--- src/rtl/plcs_ram.sv ---
// Generic single-write, single-read RAM with registered read data.
module plcs_ram #(
  parameter int WIDTH = 8,
  parameter int DEPTH = 16
) (
  input  logic                     clk,
  input  logic                     wr_en,
  input  logic [$clog2(DEPTH)-1:0] wr_addr,
  input  logic [WIDTH-1:0]         wr_data,
  input  logic [$clog2(DEPTH)-1:0] rd_addr,
  output logic [WIDTH-1:0]         rd_data
);

  logic [WIDTH-1:0] mem [DEPTH];

  // Write port and registered read port.
  always_ff @(posedge clk) begin
    if (wr_en) begin
      mem[wr_addr] <= wr_data;
    end
    rd_data <= mem[rd_addr];
  end

endmodule

--- config.mk ---
export PLATFORM = sky130hd
export DESIGN_NAME = plcs_ram
export DESIGN_NICKNAME = d
export VERILOG_FILES = /design/src/rtl/plcs_ram.sv
export SDC_FILE = /design/constraint.sdc
export NUM_CORES = 1
export LEC_CHECK = 0
export ABC_AREA = 1
export BUFFER_PORTS_ARGS = -buffer_cell sky130_fd_sc_hd__clkbuf_2
export CORE_ASPECT_RATIO = 1.5
export CORE_MARGIN = 2
export CORE_UTILIZATION = 61
export CTS_CLUSTER_DIAMETER = 120
export DETAILED_ROUTE_END_ITERATION = 6
export HOLD_SLACK_MARGIN = 0.08
export PLACE_DENSITY = 0.85
export SETUP_SLACK_MARGIN = 0.4
export SYNTH_ARGS = -nofsm -noshare
export SYNTH_HDL_FRONTEND = slang
export SYNTH_SLANG_ARGS = --single-unit
--- constraint.sdc ---
create_clock -name clk -period 1.6 [get_ports clk]
set_input_delay 0.24 -clock clk [delete_from_list [all_inputs] [get_ports clk]]
set_output_delay 0.24 -clock clk [all_outputs]
set_load 0.02 [all_outputs]
## After elaboration in Yosys (flattened, before gate mapping)

Memories as Yosys holds them, arrays and structs flattened. A register that Yosys moved wholly into a read port is not among the register bits.
Cells that the tools add are included.

- Register bits: 0
- Memory bits (writable): 128
- Input port bits: 18
- Memories: 1

- Mux-type cells: 2

Memory list:

| memory | depth | width | rd ports | clocked after Yosys merged registers in | write ports | line | source |
|---|---|---|---|---|---|---|---|
| mem | 16 | 8 | 1 | 1 | 1 | 14 | `logic [WIDTH-1:0] mem [DEPTH];` |

Operator list:

| cell | number |
|---|---|
| two-way mux 1 bit | 2 |

## Depth between registers and ports, before layout

Gate-level depths: netlist (run 1).

- Depth in word-level cells: 2
- Mapped depth: 8

## Least setup slack after synthesis (run 1)

Ideal clock, no wire load.

- Path type: input to register
- Start point: input port wr_addr[2]
- End point: memory mem[10][0] (enable)
- Data arrival time: 0.821 ns
- Slack: 0.409 ns
- Cell stages on the path: 2
- Buffers on the path: 0
- Path through: nand3b_1 > nor2_1

RTL lines:

| what | line | source |
|---|---|---|
| start: declaration | 8 | `input logic [$clog2(DEPTH)-1:0] wr_addr,` |
| end: declaration | 14 |  |

No word-level cell before the write port.

## Final worst setup path (run 1)

- Start point: register rd_data[1] (read register of mem)
- End point: output port rd_data[1]

RTL lines:

| what | line | source |
|---|---|---|
| start: declaration | 11 | `output logic [WIDTH-1:0] rd_data` |

No word-level cell between the ends.

==> results of run 1 <==
state kept, by name (all words and copies together), names as in the netlist:
signal / cells
mem: 128
rd_data: 8
power groups by stage:
stage	logic, mW	clock network [mW]	registers (mW)
floorplan	0.281	0	4.11
global placement	0.492	0	4.08
detailed placement	0.507	0	4.08
CTS	0.516	3.37	4.01
global route	0.571	3.49	4.02
finish	0.521	3.35	4.01
cells in the mapped netlist, drive strengths merged:
master / instances / area share, %
nand3: 97 / 8.4
inv: 102 / 6.6
buf: 24 / 2.9
nand3b: 2 / 0.26
nor2: 17 / 1.1
nand2: 173 / 11
edfxtp: 128 / 67
dfxtp: 8 / 2.8
final cells by class:
type                    count  area (sq um)  area share (%)
flip-flops and latches    136          4000            60.8
multi-input cells         289          1210            18.4
clock buffers              21           440            6.69
inverters                 102           383            5.82
repair buffers             47           340            5.17
well taps                 112           140            2.13
clock inverters             8          58.8           0.894
path summary, 6_finish.rpt:
check             depth (start not counted)                 end                 start
setup / recovery                          1          rd_data[1]    rd_data[1]$_DFF_P_
hold / removal                            3  rd_data[6]$_DFF_P_            rd_addr[3]
hold reg to reg                           6  rd_data[3]$_DFF_P_  mem[10][3]$_DFFE_PP_
setup reg to reg                          6  rd_data[0]$_DFF_P_   mem[7][0]$_DFFE_PP_
kinds of logic after synthesis:
logic type	share of synthesized area, %
buffers and inverters	9.52
DFF	69.4
and+or+nand+nor	21.0
routing by layer:
metal / vias to the layer above / global-route usage [%]
met5: - / 0
met4: 0 / 16.3
met3: 42 / 8.81
met2: 245 / 47.9
met1: 1863 / 29.2
li1: 1856 / -
through the flow:
stage	power, mW	setup slack, ps	instances	hold slack, ps
after floorplan	4.39	409	551	339
after global placement	4.57	281	686	627
after detailed placement	4.59	250	686	642
after CTS	7.89	428	715	205
after global routing	8.08	405	715	220
final	7.88	443	715	231
==> flow_metrics.tcl, run 1 <==
set metrics [dict create \
    status "completed" \
    antenna_found_initial 0 \
    hpwl_mm 7.70 \
    rows 43 \
    hold_viol_final 0 \
    rsz0062_at_grt "no" \
    mostFrequentLayoutCells "nand2_1 (173), edfxtp_1 (128), inv_1 (100), nand3_1 (97), clkbuf_2 (25)" \
    p_sw_share_pct 21.2 \
    post-route-util_pct 71.5 \
    mostFrequentLayoutCell "nand2_1" \
    gp_congestion 0.859 \
    hp-class "in2reg" \
    p_switching_mw 1.67 \
    setup-violations-final 0 \
    crit_path_top_delay_cell "dfxtp_1" \
    dr.pass1.iters 5 \
    drv_slew 0 \
    path_cells "clkbuf_2" \
    p_clk_share_pct 42.5 \
    synth.distinct_cells 12 \
    slowest_delay_ps 330 \
    synth_seq_cells 136 \
    clkLatencyLatePin_ps 420 \
    ys_seq_area_share_pct 69.4 \
    design.portCount 26 \
    seq_power_share_pct 50.9 \
    min_period_ps 1160 \
    crit_buf_inv 1 \
    syn_area_sq_um 5770 \
    intPower_mw 6.21 \
    clockBufferDepth 2 \
    cts_tree "built" \
    critical_path_class "reg2out" \
    wl_met2_mm 7.00 \
    cts_root_buf "clkbuf_16" \
    critPathCaptureType "primary output" \
    first_iter_violations 495 \
    vdd_drop_max_mv 0.933 \
    p_leak_nw 2.90 \
    top_layer_used "met4" \
    rrSetupSlack_ps 520 \
    start_util_pct 62.7 \
    stdcell_area_sq_um 6580 \
    p_per_area_nw_per_um2 1200 \
    routed_wl_mm 13.1 \
    maxCapViolations 0 \
    diodes 0 \
    tightest_slew_ps 400 \
    grt_usage_pct 27.5 \
    chipWidth_um 83.4 \
    ctsHoldBuffers 0 \
    fp.dieH_um 123 \
    grt_max_degree 65 \
    clk_pin_slew_ps 50 \
    syn_avg_cell_area_sq_um 10.5 \
    nets 611 \
    required_ps 1360 \
    cts-resized-gates 0 \
    fill_cells 602 \
    tns_ps 0 \
    grt-ovfl-total 0 \
    layout-drive-gt1-share_pct 11.4 \
    ys_warn_count 0 \
    max_clock_freq_mhz 864 \
    finalCritPeriodShare_pct 72.3 \
    crit_family "flip-flops" \
    drcViolationCount 0 \
    cts_setup_buffers 0 \
    cts_buffers 17 \
    h-tree-depth 4 \
    start_kind "flop" \
    crit_fanout 1 \
    port_buffers 25 \
    vias 4006 \
    slew_headroom_pct 73.3 \
    viasPerCell 5.60 \
    syn2layout_area_growth_pct 14.1 \
    core_sq_um 9200 \
    synth_cells 551 \
    power_frac_comb_pct 6.6 \
    syn_nets 569 \
    detail-route-antenna-nets 0 \
    die_area_sq_um 10300 \
    grt_pass1_vias 4142 \
    wl_per_cell_um 18.3 \
    fin_skew_ps 4.97 \
    dpl_cell_area_sq_um 6080 \
    wl_met3_mm 1.23 \
    grt_pass1_wl_mm 20.6 \
    numClockSinks 136 \
    cp.arrival_ps 920 \
    met1Wirelength_mm 4.39 \
]
Note: power is estimated with default switching activity, not from simulation.
==> run 2, diff against run 1 <==
- ABC_AREA: 1 -> 0
- CORE_UTILIZATION: 61 -> 54
- PLACE_DENSITY: 0.85 -> 0.8
- clock period: 1.6 -> 0.9 ns (I/O delays scaled with it)
==> run 2 against run 1 <==
The run now ends with negative setup slack left. Final cell count down 41%. Non-clock buffer count increased by 14. Wire length decreased by 20%.
==> flow_metrics.tcl, run 2 <==
set metrics [dict create \
    drv_slew 0 \
    reg2reg_depth 3 \
    die_area_sq_um 10300 \
    clk_pin_slew_ps 60 \
    synth_cells 229 \
    grt_max_degree 22 \
    busiest_layer "met2" \
    p_per_area_nw_per_um2 2120 \
    required_ps 1190 \
    clkLatencyLatePin_ps 420 \
    crit_buf_inv 0 \
    fin_skew_ps 8.91 \
    max_clock_freq_mhz 772 \
    tightest_slew_ps 857 \
    syn_nets 247 \
    slew_headroom_pct 42.6 \
    syn_area_sq_um 5150 \
    grt_use_met3_pct 7.62 \
    post-route-util_pct 71.7 \
    detail-route-antenna-nets 0 \
    cp.arrival_ps 1580 \
    synth_top_area_share_pct 74.7 \
    grt_pass1_wl_mm 15.7 \
    use_met1_pct 25.5 \
    fp.dieH_um 124 \
    core_sq_um 9250 \
    hold_path_depth 1 \
    chipWidth_um 83.7 \
    dp_cells 386 \
    vdd_drop_max_mv 1.53 \
    rows 43 \
    top_register "mem" \
    status "complete, but fails checks" \
    clockBufferDepth 2 \
    largestRegisters "mem (128), rd_data (8)" \
    post-synth-top-count-cell "edfxtp_1" \
    finalCritPeriodShare_pct 144 \
    min_period_ps 1290 \
    rsz0062_at_grt "yes" \
    synth_common_cells "edfxtp_1 (128), mux4_2 (18), a22oi_1 (16)" \
    diodes 0 \
    mostFrequentLayoutCells "edfxtp_1 (128), mux4_2 (31), buf_12 (20), clkbuf_16 (17), clkbuf_2 (15)" \
    register_area_sq_um 4020 \
    drcViolationCount 0 \
    fill_cells 528 \
    port_buffers 25 \
    synth_top_cell_by_area "edfxtp_1" \
    vias 2536 \
    crit_family "multiplexers" \
    design.portCount 26 \
    antenna_found_initial 0 \
    grt_pass1_vias 2626 \
    rrSetupSlack_ps -390 \
    hp-class "in2reg" \
    critPathCaptureType "flop" \
    synth_edf_count 128 \
    start_util_pct 55.6 \
    viasPerCell 5.98 \
    violations "negative setup slack" \
    setup-violations-final 47 \
    slowest_delay_ps 500 \
    ys_seq_area_share_pct 77.8 \
    ctsHoldBuffers 0 \
    layout-drive-gt1-share_pct 49.0 \
    hold_viol_final 0 \
    syn2layout_area_growth_pct 28.9 \
    cts_root_buf "clkbuf_16" \
    gp_congestion 0.768 \
    maxCapViolations 0 \
    synth_seq_cells 136 \
    dr.pass1.iters 5 \
    syn_avg_cell_area_sq_um 22.5 \
    crit_path_top_delay_cell "mux4_2" \
    wl_per_cell_um 24.6 \
    p_leak_nw 2.22 \
    ys_warn_count 0 \
    critical_path_class "reg2reg" \
    setup_ws_ps -395 \
    first_iter_violations 373 \
    crit_fanout 1 \
    worst-path-stages 3 \
    grt_usage_pct 22.0 \
    start_kind "flop" \
    synth_async_sr_flop_share_pct 0 \
    h-tree-depth 4 \
    path_cells "mux4_2, a22oi_2, nand2_1" \
    cts_buffers 17 \
    synth.distinct_cells 19 \
    grt-ovfl-total 0 \
    finalNonFillerCells 424 \
    cts_tree "built" \
    synthTopCellsByArea "edfxtp_1 (75%), mux4_2 (7.9%), mux4_1 (7.1%)" \
    routed_wl_mm 10.4 \
    synth_ff_type "edfxtp_1" \
    hpwl_mm 6.61 \
    nets 317 \
    use_met2_pct 36.6 \
    largest_reg_flops 128 \
    mostFrequentLayoutCell "edfxtp_1" \
    multiInputGateArea_sq_um 1190 \
    numClockSinks 136 \
]
[run 2: changes by cell type in the layout (fill, tap and decap cells not counted), sizes merged, moves of 2 or more]
cell,previous run,this run
a22oi,0,16
buf,22,46
clkbuf,46,32
clkinv,7,11
clkinvlp,0,4
inv,102,0
mux4,0,32
nand2,173,9
nand2b,0,2
nand3,97,1
nor2,17,13
nor3,0,4
[run 2: worst paths after layout]
path	startpoint	end
max	mem[3][4]$_DFFE_PP_	rd_data[4]$_DFF_P_
min	wr_data[4]	mem[4][4]$_DFFE_PP_
max reg2reg	mem[3][4]$_DFFE_PP_	rd_data[4]$_DFF_P_
min reg2reg	mem[14][1]$_DFFE_PP_	rd_data[1]$_DFF_P_
[run 2: final cells by class]
class | instances | area share, %
multi-input cells | 83 | 17.9
flip-flops and latches | 136 | 60.5
well taps | 112 | 2.11
clock buffers | 17 | 6.41
clock inverters | 15 | 1.34
repair buffers | 61 | 11.7
[run 2: what timing repair did]
action                                  CTS  global route
resized for setup                        33            12
setup buffers                             2             4
pin swaps                                 9             3
endpoints found under the setup margin  144           144
hold endpoints to repair                  0             0
[run 2: metrics by stage]
stage | total power, mW | instance area, sq um | hold WS [ps] | worst slack [ps] | TNS (ps)
finish | 14.1 | 6640 | 131 | -395 | -4230
CTS | 14.1 | 6570 | 124 | -406 | -4320
global route | 14.5 | 6640 | 164 | -442 | -5170
detailed placement | 8.12 | 5890 | 561 | -583 | -48570
floorplan | 7.73 | 5290 | 234 | -338 | -23610
global placement | 8.08 | 5890 | 533 | -545 | -46260
[run 2: layer usage]
metal  vias up  wire [um]
met5         -          0
met4         0        193
met3        12        654
met2       118       5710
met1      1303       3880
li1       1103          -
[run 2: kinds of logic (layout without fill, tap and decap cells)]
logic type | Yosys count | after routing | synth area share [%]
flops | 136 | 136 | 77.8
simple gates | 35 | 35 | 3.18
mux | 32 | 32 | 15.0
compound gates | 16 | 16 | 2.33
buf+inv | 10 | 93 | 1.68
[run 2: power by group]
group,switching [mW],leakage (nW),internal (mW)
combinational,0.495,0.746,0.491
clock,2.48,0.246,3.45
sequential,0.0672,1.22,7.09
total,3.04,2.22,11.0
